--- config.mk ---
export PLATFORM = sky130hd
export DESIGN_NAME = audio_mux_preset_controller
export DESIGN_NICKNAME = d
export VERILOG_FILES = /design/src/rtl/amp_pkg.sv /design/src/rtl/amp_preset_mem.sv /design/src/rtl/amp_ctrl.sv /design/src/rtl/audio_mux_preset_controller.sv
export SDC_FILE = /design/constraint.sdc
export NUM_CORES = 1
export LEC_CHECK = 0
export BUFFER_PORTS_ARGS = -buffer_cell sky130_fd_sc_hd__buf_4
export CAP_MARGIN = 20
export CORE_UTILIZATION = 50
export CTS_CLUSTER_SIZE = 25
export DETAILED_ROUTE_END_ITERATION = 12
export GPL_TIMING_DRIVEN = 0
export PLACE_DENSITY_LB_ADDON = 0.12
export SLEW_MARGIN = 5
export SYNTH_ARGS = -nofsm -noshare
export SYNTH_HDL_FRONTEND = slang
export SYNTH_HIERARCHICAL = 1
export SYNTH_SLANG_ARGS = --single-unit
export TNS_END_PERCENT = 100
--- constraint.sdc ---
create_clock -name clk -period 11.75 [get_ports clk]
set_clock_uncertainty 0.15 [all_clocks]
set_input_delay 1.7625 -clock clk [delete_from_list [all_inputs] [get_ports clk]]
set_output_delay 1.7625 -clock clk [all_outputs]
set_load 0.02 [all_outputs]
--- src/rtl/amp_pkg.sv ---
// Shared types and constants of the audio mux preset controller.
package amp_pkg;

  // Command codes carried in the cmd field
  localparam logic [2:0] CMD_ROUTE    = 3'd0;
  localparam logic [2:0] CMD_SAVE_DEF = 3'd1;
  localparam logic [2:0] CMD_ARM      = 3'd2;
  localparam logic [2:0] CMD_DELETE   = 3'd3;
  localparam logic [2:0] CMD_IR       = 3'd4;
  localparam logic [2:0] CMD_TICK     = 3'd5;

  // Default selector values for save default
  localparam logic [4:0] DEF_USB  = 5'd0;
  localparam logic [4:0] DEF_JACK = 5'd1;

  localparam int OUTPUTS     = 4;
  localparam int SEL_W       = 3;
  localparam int ROUTE_W     = OUTPUTS * SEL_W;
  localparam int KEY_W       = 56;
  localparam int ENTRY_W     = KEY_W + ROUTE_W;
  localparam int DELAY_W     = 24;
  localparam int HIT_W       = 5;
  localparam int IN_TDATA_W  = 72;
  localparam int OUT_TDATA_W = 24;

  // Write-back delay after reset: two minutes of 1 ms ticks
  localparam logic [DELAY_W-1:0] DELAY_RESET = DELAY_W'(1000 * 60 * 2);

  // Input item, cmd in the lowest bits
  typedef struct packed {
    logic [1:0]  pad;
    logic [31:0] ir_code;
    logic [15:0] ir_address;
    logic [7:0]  ir_protocol;
    logic [4:0]  slot;
    logic [2:0]  input_sel;
    logic [2:0]  output_sel;
    logic [2:0]  cmd;
  } item_t;

  // Result item, status in the lowest bits
  typedef struct packed {
    logic [4:0]       pad;
    logic             commit;
    logic [HIT_W-1:0] hit_slot;
    logic [2:0]       route_four;
    logic [2:0]       route_three;
    logic [2:0]       route_two;
    logic [2:0]       route_one;
    logic             status;
  } result_t;

  // Preset memory access controls
  typedef struct packed {
    logic               we;
    logic               re;
    logic [ENTRY_W-1:0] wdata;
  } mem_req_t;

endpackage

--- src/rtl/amp_preset_mem.sv ---
// Preset table memory: one write and one registered read port, per-entry valid bits.
module amp_preset_mem #(
  parameter int SLOTS = 16,
  parameter int AW    = 4
) (
  input  logic                         clk,
  input  logic                         rst_n,
  input  amp_pkg::mem_req_t            req,
  input  logic [AW-1:0]                wr_addr,
  input  logic [AW-1:0]                rd_addr,
  output logic [amp_pkg::ENTRY_W-1:0]  rdata
);

  logic [amp_pkg::ENTRY_W-1:0] mem [SLOTS];
  logic [SLOTS-1:0]            valid_r;
  logic [amp_pkg::ENTRY_W-1:0] rdata_r;
  logic                        rvld_r;

  // Mark written entries; reset leaves every entry reading as zero
  always_ff @(posedge clk) begin
    if (!rst_n) begin
      valid_r <= '0;
    end else if (req.we) begin
      valid_r[wr_addr] <= 1'b1;
    end
  end

  // Write port
  always_ff @(posedge clk) begin
    if (req.we) begin
      mem[wr_addr] <= req.wdata;
    end
  end

  // Registered read port
  always_ff @(posedge clk) begin
    if (req.re) begin
      rdata_r <= mem[rd_addr];
    end
  end

  always_ff @(posedge clk) begin
    if (!rst_n) begin
      rvld_r <= 1'b0;
    end else if (req.re) begin
      rvld_r <= valid_r[rd_addr];
    end
  end

  assign rdata = rvld_r ? rdata_r : '0;

endmodule

--- src/rtl/amp_ctrl.sv ---
// Command sequencer: routing, learn arm, countdown and the preset match scan.
module amp_ctrl #(
  parameter int SLOTS   = 16,
  parameter int SOURCES = 4,
  parameter int AW      = 4
) (
  input  logic                          clk,
  input  logic                          rst_n,
  input  logic                          in_valid,
  output logic                          in_ready,
  input  amp_pkg::item_t                item,
  input  logic [amp_pkg::DELAY_W-1:0]   write_delay,
  output logic                          res_valid,
  input  logic                          res_ready,
  output amp_pkg::result_t              res,
  output amp_pkg::mem_req_t             mem_req,
  output logic [AW-1:0]                 mem_wr_addr,
  output logic [AW-1:0]                 mem_rd_addr,
  input  logic [amp_pkg::ENTRY_W-1:0]   mem_rdata
);

  localparam int CNT_W = $clog2(SLOTS + 1);
  localparam logic [CNT_W-1:0] CNT_END  = CNT_W'(SLOTS);
  localparam logic [AW-1:0]    LAST_IDX = AW'(SLOTS - 1);
  localparam logic [6:0]       SLOT_MAX = 7'(SLOTS);

  localparam logic [1:0] ST_IDLE = 2'd0;
  localparam logic [1:0] ST_SCAN = 2'd1;
  localparam logic [1:0] ST_DONE = 2'd2;

  logic [1:0]                    state_r, state_nxt;
  logic [2:0]                    route_r [amp_pkg::OUTPUTS];
  logic [2:0]                    route_nxt [amp_pkg::OUTPUTS];
  logic [4:0]                    armed_r, armed_nxt;
  logic [amp_pkg::DELAY_W-1:0]   timer_r, timer_nxt;
  logic [amp_pkg::KEY_W-1:0]     key_r, key_nxt;
  logic [CNT_W-1:0]              issue_r, issue_nxt;
  logic                          cmp_vld_r, cmp_vld_nxt;
  logic [AW-1:0]                 cmp_idx_r, cmp_idx_nxt;
  logic                          status_r, status_nxt;
  logic [amp_pkg::HIT_W-1:0]     hit_r, hit_nxt;
  logic                          commit_r, commit_nxt;

  logic                          accept;
  logic [amp_pkg::KEY_W-1:0]     item_key;
  logic                          slot_ok;
  logic                          armed_ok;
  logic [AW-1:0]                 slot_addr;
  logic [AW-1:0]                 armed_addr;
  logic [amp_pkg::ROUTE_W-1:0]   route_packed;
  logic                          issuing;

  assign in_ready  = (state_r == ST_IDLE);
  assign accept    = in_valid && in_ready;
  assign res_valid = (state_r == ST_DONE);

  assign item_key     = {item.ir_protocol, item.ir_address, item.ir_code};
  assign slot_ok      = (item.slot != 5'd0) && ({2'b00, item.slot} <= SLOT_MAX);
  assign armed_ok     = (armed_r != 5'd0) && ({2'b00, armed_r} <= SLOT_MAX);
  assign slot_addr    = AW'(7'(item.slot) - 7'd1);
  assign armed_addr   = AW'(7'(armed_r) - 7'd1);
  assign route_packed = {route_r[3], route_r[2], route_r[1], route_r[0]};
  assign issuing      = (state_r == ST_SCAN) && (issue_r != CNT_END);

  // Sequence one item: decode on accept, walk the table for an IR match
  always_comb begin
    state_nxt   = state_r;
    route_nxt   = route_r;
    armed_nxt   = armed_r;
    timer_nxt   = timer_r;
    key_nxt     = key_r;
    issue_nxt   = issue_r;
    cmp_vld_nxt = issuing;
    cmp_idx_nxt = AW'(issue_r);
    status_nxt  = status_r;
    hit_nxt     = hit_r;
    commit_nxt  = commit_r;
    mem_req     = '0;
    mem_wr_addr = slot_addr;
    mem_rd_addr = AW'(issue_r);

    unique case (state_r)
      ST_IDLE: begin
        if (accept) begin
          status_nxt = 1'b0;
          hit_nxt    = '0;
          commit_nxt = 1'b0;
          state_nxt  = ST_DONE;
          unique case (item.cmd)
            amp_pkg::CMD_ROUTE: begin
              if (item.output_sel != 3'd0 &&
                  item.output_sel <= 3'(amp_pkg::OUTPUTS) &&
                  item.input_sel <= 3'(SOURCES)) begin
                route_nxt[2'(item.output_sel - 3'd1)] = item.input_sel;
              end else begin
                status_nxt = 1'b1;
              end
            end
            amp_pkg::CMD_SAVE_DEF: begin
              // Defaults are held off-block; only the countdown is visible here
              if (item.slot == amp_pkg::DEF_USB || item.slot == amp_pkg::DEF_JACK) begin
                timer_nxt = write_delay;
              end else begin
                status_nxt = 1'b1;
              end
            end
            amp_pkg::CMD_ARM: begin
              if (slot_ok) begin
                armed_nxt = item.slot;
              end else begin
                status_nxt = 1'b1;
              end
            end
            amp_pkg::CMD_DELETE: begin
              if (slot_ok) begin
                mem_req.we = 1'b1;
                timer_nxt  = write_delay;
              end else begin
                status_nxt = 1'b1;
              end
            end
            amp_pkg::CMD_IR: begin
              armed_nxt = '0;
              if (armed_ok) begin
                // Learn: store key and current routing in the armed slot
                mem_req.we    = 1'b1;
                mem_req.wdata = {item_key, route_packed};
                mem_wr_addr   = armed_addr;
                timer_nxt     = write_delay;
                hit_nxt       = armed_r;
              end else begin
                key_nxt     = item_key;
                issue_nxt   = '0;
                cmp_vld_nxt = 1'b0;
                state_nxt   = ST_SCAN;
              end
            end
            amp_pkg::CMD_TICK: begin
              if (timer_r != '0) begin
                timer_nxt  = timer_r - 1'b1;
                commit_nxt = (timer_r == amp_pkg::DELAY_W'(1));
              end
            end
            default: begin
              status_nxt = 1'b1;
            end
          endcase
        end
      end
      ST_SCAN: begin
        // Issue one read per cycle, compare the entry read the cycle before
        mem_req.re = issuing;
        if (issuing) begin
          issue_nxt = issue_r + 1'b1;
        end
        if (cmp_vld_r) begin
          if (mem_rdata[amp_pkg::ENTRY_W-1:amp_pkg::ROUTE_W] == key_r) begin
            route_nxt[0] = mem_rdata[2:0];
            route_nxt[1] = mem_rdata[5:3];
            route_nxt[2] = mem_rdata[8:6];
            route_nxt[3] = mem_rdata[11:9];
            hit_nxt      = amp_pkg::HIT_W'(7'(cmp_idx_r) + 7'd1);
          end
          if (cmp_idx_r == LAST_IDX) begin
            state_nxt = ST_DONE;
          end
        end
      end
      ST_DONE: begin
        if (res_ready) begin
          state_nxt = ST_IDLE;
        end
      end
      default: begin
        state_nxt = ST_IDLE;
      end
    endcase
  end

  // Control state
  always_ff @(posedge clk) begin
    if (!rst_n) begin
      state_r   <= ST_IDLE;
      route_r   <= '{default: '0};
      armed_r   <= '0;
      timer_r   <= '0;
      issue_r   <= '0;
      cmp_vld_r <= 1'b0;
    end else begin
      state_r   <= state_nxt;
      route_r   <= route_nxt;
      armed_r   <= armed_nxt;
      timer_r   <= timer_nxt;
      issue_r   <= issue_nxt;
      cmp_vld_r <= cmp_vld_nxt;
    end
  end

  // Payload registers
  always_ff @(posedge clk) begin
    key_r     <= key_nxt;
    cmp_idx_r <= cmp_idx_nxt;
    status_r  <= status_nxt;
    hit_r     <= hit_nxt;
    commit_r  <= commit_nxt;
  end

  always_comb begin
    res             = '0;
    res.status      = status_r;
    res.route_one   = route_r[0];
    res.route_two   = route_r[1];
    res.route_three = route_r[2];
    res.route_four  = route_r[3];
    res.hit_slot    = hit_r;
    res.commit      = commit_r;
  end

endmodule

--- src/rtl/audio_mux_preset_controller.sv ---
// Top level of the audio mux preset controller.
// Takes one command item at a time and returns one result item for each. Most
// commands pass from acceptance to a done state and then into the output
// register, and no new item is taken until the last result has left the done
// state; an IR code that does not complete a learn walks the preset table one
// entry per cycle through the memory's single read port before its result
// reaches the done state. The preset table is cleared by reset at once through
// per-entry valid bits, with no clearing pass. The output register lets a
// result wait while the next item is taken. Configuration writes to cfg_data are
// always accepted and should only be made while the block is idle.
module audio_mux_preset_controller #(
  parameter int SLOTS   = 16,
  parameter int SOURCES = 4
) (
  input  logic                               clk,
  input  logic                               rst_n,
  input  logic                               in_tvalid,
  output logic                               in_tready,
  // cmd, output_sel, input_sel, slot, ir_protocol, ir_address, ir_code, zero pad
  input  logic [amp_pkg::IN_TDATA_W-1:0]     in_tdata,
  output logic                               out_tvalid,
  input  logic                               out_tready,
  // status, route_one, route_two, route_three, route_four, hit_slot, commit, zero pad
  output logic [amp_pkg::OUT_TDATA_W-1:0]    out_tdata,
  input  logic                               cfg_valid,
  output logic                               cfg_ready,
  input  logic [amp_pkg::DELAY_W-1:0]        cfg_data
);

  localparam int AW = (SLOTS > 1) ? $clog2(SLOTS) : 1;

  logic [amp_pkg::DELAY_W-1:0]  write_delay_r;
  amp_pkg::item_t               item;
  amp_pkg::result_t             res;
  logic                         res_valid;
  logic                         res_ready;
  amp_pkg::mem_req_t            mem_req;
  logic [AW-1:0]                mem_wr_addr;
  logic [AW-1:0]                mem_rd_addr;
  logic [amp_pkg::ENTRY_W-1:0]  mem_rdata;
  logic                         out_valid_r;
  logic [amp_pkg::OUT_TDATA_W-1:0] out_data_r;

  assign item = amp_pkg::item_t'(in_tdata);

  // Hold the write-back delay register
  assign cfg_ready = 1'b1;
  always_ff @(posedge clk) begin
    if (!rst_n) begin
      write_delay_r <= amp_pkg::DELAY_RESET;
    end else if (cfg_valid) begin
      write_delay_r <= cfg_data;
    end
  end

  amp_ctrl #(
    .SLOTS   (SLOTS),
    .SOURCES (SOURCES),
    .AW      (AW)
  ) u_ctrl (
    .clk         (clk),
    .rst_n       (rst_n),
    .in_valid    (in_tvalid),
    .in_ready    (in_tready),
    .item        (item),
    .write_delay (write_delay_r),
    .res_valid   (res_valid),
    .res_ready   (res_ready),
    .res         (res),
    .mem_req     (mem_req),
    .mem_wr_addr (mem_wr_addr),
    .mem_rd_addr (mem_rd_addr),
    .mem_rdata   (mem_rdata)
  );

  amp_preset_mem #(
    .SLOTS (SLOTS),
    .AW    (AW)
  ) u_mem (
    .clk     (clk),
    .rst_n   (rst_n),
    .req     (mem_req),
    .wr_addr (mem_wr_addr),
    .rd_addr (mem_rd_addr),
    .rdata   (mem_rdata)
  );

  // Output register: load a finished item, drop it once taken
  assign res_ready = !out_valid_r || out_tready;

  always_ff @(posedge clk) begin
    if (!rst_n) begin
      out_valid_r <= 1'b0;
    end else if (res_valid && res_ready) begin
      out_valid_r <= 1'b1;
    end else if (out_tready) begin
      out_valid_r <= 1'b0;
    end
  end

  always_ff @(posedge clk) begin
    if (res_valid && res_ready) begin
      out_data_r <= res;
    end
  end

  assign out_tvalid = out_valid_r;
  assign out_tdata  = out_data_r;

endmodule

# Yosys cells after proc, flatten, opt, wreduce, memory -nomap -nowiden
# Memory sizes are Yosys's and may differ from the RTL's. A register that Yosys moved wholly into a read port is not among the register bits.
# Index checks and enable logic that the tools add are counted.
# Widths: inputs -> output; s select.
# word_totals
inputBits,101
ram_bits,1088
n_memories,1
word_cells,164
romBits,0
ff_bits,177
latchBits,0
out_inout_bits,27
# classes
mux,65
n_eq_ne,27
bitwise,3
shift,0
n_lt_le_gt_ge,9
n_reduce_logical,34
n_addsub,6
div_mod_pow,0
n_mul,0
# mem_list
name,depth,width,rd,rd_clocked_by_memory_dff,write_ports,line_no,text
u_mem.mem,16,68,1,1,1,amp_preset_mem.sv:14,logic [amp_pkg::ENTRY_W-1:0] mem [SLOTS];
# op_table
cell,count
$mux 68,5
$mux 24,4
$pmux 24 s4,1
$mux 12,5
$eq 56x56->1,1
$mux 5,10
$pmux 5 s2,3
$eq 24x1->1 const B,1
$pmux 12 s2,1
$reduce_bool 24->1,1
$sub 24x1->24 const B,1
$mux 1,18
$mux 4,4
$ne 2x1->1 const B,8
$or 16x16->16,1
$reduce_and 4->1,4
$ne 2x2->1 const B,7
$bwmux 12,1
$mux 2,6
$le 5x5->1 const B,2
$lt 4x5->1 const B,2
$reduce_bool 5->1,2
$logic_and 1x1->1,9
$sub 4x1->4 const B,2
other kinds (37),45

# Longest topological paths before layout
# logic_depth
depth_word,11
depth_mapped,12
mapped_depth_nobuf,10

# Cells and area by module
# The synthesis kept the hierarchy.
# modules_own_cells
module,area_each_um2,instances,cells_per_inst,seq_area_each_um2
amp_preset_mem,44072.3,1,1724,35053.6
amp_ctrl,6374.9,1,660,2952.8
audio_mux_preset_controller,1687.9,1,108,1221.2

# Worst setup path after synthesis
# OpenSTA, ideal clock, no wires.
# synth_timing
kind,input to register
from,in in_tdata[1] in the netlist's numbering
to,"mem u_mem/mem[0][0] in the netlist's numbering, enable pin"
arrival_time_ps,8213
required_ps,11020
n_path_buf,3
setup_ps,580
cell_stages,9
slack_ps,2807
cell_sequence,clkbuf_1 > nand2b_1 > or2_2 > clkbuf_1 > nor3_1 > buf_2 > mux2i_1 > or3b_2 > nor3_1
# synth_between
elab_cells_between_ends,10
classes_between,2 x eq/ne; 8 x mux
# synth_lines
item,line_no,text
start: declaration,audio_mux_preset_controller.sv:20,"input logic [amp_pkg::IN_TDATA_W-1:0] in_tdata,"
$eq 3x3->1,amp_ctrl.sv:89,unique case (item.cmd)
$mux 4,amp_ctrl.sv:89,
$mux 4,amp_ctrl.sv:84,if (accept) begin
$mux 4,amp_ctrl.sv:82,unique case (state_r)
net mem_wr_addr[1],audio_mux_preset_controller.sv:38,logic [AW-1:0] mem_wr_addr;
end: declaration,amp_preset_mem.sv:14,
# The timed path passes the listed nets, and every way through them passes these cells.

# Worst setup path in the final report
# layout_timing
from,in in_tdata[1] in the netlist's numbering
to,"mem u_mem/mem[15][39] in the netlist's numbering, enable pin"
# The elaborated chain is that of the path after synthesis.

==> results by group <==
Status
  – Outcome: completed

Worst setup path
  – Critical Path RT: 12020 ps
  – Setup crit start kind: input pin
  – Worst reg2reg path depth: 10
  – WS Path Type: input pin to register
  – Peak fanout along the critical path: 19
  – Critical path data arrival time: 5830 ps
  – CP endpoint kind: register

Power and ir drop
  – Pwr/cell area: 165 mW/mm2
  – VDD IR max: 119 uV
  – Leak: 17.6 nW
  – Final Total Pwr: 0.0101 W

Yosys
  – Async SR Flop Fraction: 0
  – Mapped Avg Cell Area: 20.9 um2
  – Synth area leaders: edfxtp_1, mux4_2, dfxtp_1
  – Synth cell types: 70
  – Yosys warning count: 6
  – EDFF count, synth: 1243
  – Yosys top cell by area: edfxtp_1
  – Post-synthesis sequential area ratio: 0.752
  – Synthesized area: 0.0521 mm2
  – Number of synthesized register bits: 1338
  – Share of the synthesized area in the top cell type: 0.716
  – Cells after Synth: 2492
  – Synth Flop Type: edfxtp_1

Place
  – Port Buffer Count: 122
  – GP Congestion: 0.850
  – Placed insts: 4103
  – Pre-CTS setup slack: 5460 ps
  – Detailed Place HPWL: 85600 um

Drt
  – Drt via density: 6.02
  – 1st-pass router iterations: 6
  – Final wirelength: 131000 um
  – DRC: 0
  – DR iter-0 viols: 2864
  – Routed wire length per instance: 30.1 um
  – Via count: 26227
  – Post-DRT Antenna Nets: 0

Global route
  – Vias in the first global route: 26960
  – Largest net degree at the start of global routing: 25
  – Initial antenna violation count: 2
  – Overflow after GRT: 0
  – Global Route Usage Sum: 0.252
  – Global-route wire length before repair: 189000 um

Timing
  – Max Freq: 180 MHz
  – Max transition margin: 0.301
  – Final Worst Setup Slack: 6190 ps
  – Endpoints failing hold: 0
  – Final setup fails: 0
  – Slew @ Worst Pin: 1050 ps
  – Slew Limit Fails: 0
  – Tcrit/Tclk final: 0.473
  – Hold slack final: 269 ps
  – RSZ-0062 raised after global routing: false
  – Min cycle time layout: 5560 ps

Cells and area
  – Nets: 2980
  – Util after Layout: 0.590
  – Non-filler cells, final: 4354
  – Layout cell share with drive strength beyond 1: 0.291
  – Area Overhead vs Synth: 17.2%

Clocking
  – Post-CTS setup buffers: 0
  – Clk root buf: clkbuf_16
  – CTS buffer count: 140
  – Post-CTS sizing: 0
  – CTS H-tree lvls: 4
  – CTS max path bufs: 3
  – Reg clk slew, reported paths: 60 ps
  – Clk Latency, worst-skew pair: 740 ps
  – Hold buffers post-CTS: 0
  – CTS tree: yes
  – # clock sinks: 1338

Worst hold path
  – Worst hold path stage count: 0
  – Hold Path Class: register to register

Floorplanning
  – I/O pin total: 128
  – Die area: 0.106 mm2
  – Die Height: 325 um
  – Row count: 118
  – Die span in x: 325 um
  – Initial Util: 0.504
  – Core footprint: 0.103 mm2

Run
  – Max-capacitance violation count: 0
[sequential cells by signal, summed over array words and instances, names as in the netlist, 2 cells and up]
name	count
out_tdata	24
u_ctrl/armed_r	5
u_ctrl/cmp_idx_r	4
u_ctrl/hit_r	5
u_ctrl/issue_r	5
u_ctrl/key_r	56
u_ctrl/res	12
u_ctrl/state_r	2
u_ctrl/timer_r	24
u_mem/mem	1088
u_mem/rdata_r	68
u_mem/valid_r	16
write_delay_r	24
[cell families (layout without fill, tap and decap cells)]
logic type,count (synthesis),in the layout,synth area share
flip-flops,1338,1338,0.752
AND/OR/NAND/NOR,384,384,0.0409
multiplexers,374,374,0.154
AO/OA/AOI/OAI,159,159,0.0209
buffers and inverters,158,634,0.0180
XOR/XNOR,66,66,0.0111
adder cells (fa/ha/maj),11,11,0.00264
other,2,8,0.000144
[synth_stat cells (22+ instances only)]
master / count
clkbuf_1: 66
mux4_2: 342
nand2_1: 65
dfxtp_1: 95
nor2b_1: 22
mux2i_1: 32
and2_1: 139
xor2_1: 62
nor2_1: 58
edfxtp_1: 1243
a21oi_1: 37
buf_6: 33
o21ai_0: 31
[stage by stage]
stage,area (um2),setup TNS (ps)
2_1_floorplan,52200,0
3_3_place_gp,54800,-1425410
3_5_place_dp,56700,0
4_1_cts,61000,0
5_1_grt,61100,0
6_report,61100,0
[power breakdown]
part	switching (W)	leakage [nW]	internal (W)
logic	0.000394	4.84	0.000279
clock network	0.00180	2.12	0.00241
registers	0.0000220	10.7	0.00519
[cells in the final DEF (no fill, tap or decap), drive strengths merged, types with 5 or more instances in the layout]
cell / count
a211oi: 6
a21oi: 37
and2: 140
buf: 304
bufinv: 7
clkbuf: 243
clkinv: 53
conb: 6
dfxtp: 95
edfxtp: 1243
ha: 11
inv: 24
mux2i: 32
mux4: 342
nand2: 65
nand2b: 6
nand3: 21
nand3b: 7
nand4: 7
nor2: 59
nor2b: 22
nor3: 15
nor4: 21
o21a: 18
o21ai: 32
o221a: 13
o22ai: 14
o32ai: 5
xor2: 62
[metal layers]
| metal | global-route usage | vias up | routed length [um] |
|---|---|---|---|
| met1 | 0.354 | 14028 | 54000 |
| met3 | 0.0424 | 164 | 9100 |
| met2 | 0.416 | 1057 | 65500 |
| met5 | 0 | - | 10 |
| met4 | 0.0617 | 2 | 2320 |
| li1 | - | 10976 | - |
[final cells by class]
type,count,area (um2)
Sequential cell,1338,39200
Buffer,140,870
Tap cell,1380,1730
Antenna cell,2,5.00
Clock inverter,69,619
Clock buffer,177,3730
Inverter,18,67.6
Fill cell,7397,42400
Timing Repair Buffer,230,2730
Multi-Input combinational cell,1000,12100
[worst max-delay path: stages]
cell and delay (ps):
clkbuf_1 180, nand2b_1 220, or2_2 280, clkbuf_1 180, nor3_1 210, clkbuf_1 510, nor2_1 120, a21oi_1 530
nand2_1 410, nor2_4 850, buf_12 300, buf_12 240
[worst paths after layout]
path | to | start | slack, ps
hold reg to reg | u_ctrl/cmp_idx_r[1]$_DFF_P_ | u_ctrl/issue_r[1]$_SDFFE_PN0P_ | 270
setup reg to reg | u_ctrl/hit_r[0]$_DFFE_PP_ | u_mem/rvld_r$_SDFFE_PN0P_ | 6610
hold / removal | u_ctrl/cmp_idx_r[1]$_DFF_P_ | u_ctrl/issue_r[1]$_SDFFE_PN0P_ | 270
setup / recovery | u_mem/mem[15][39]$_DFFE_PP_ | in_tdata[1] | 6190
(Power assumes the default switching activity.)
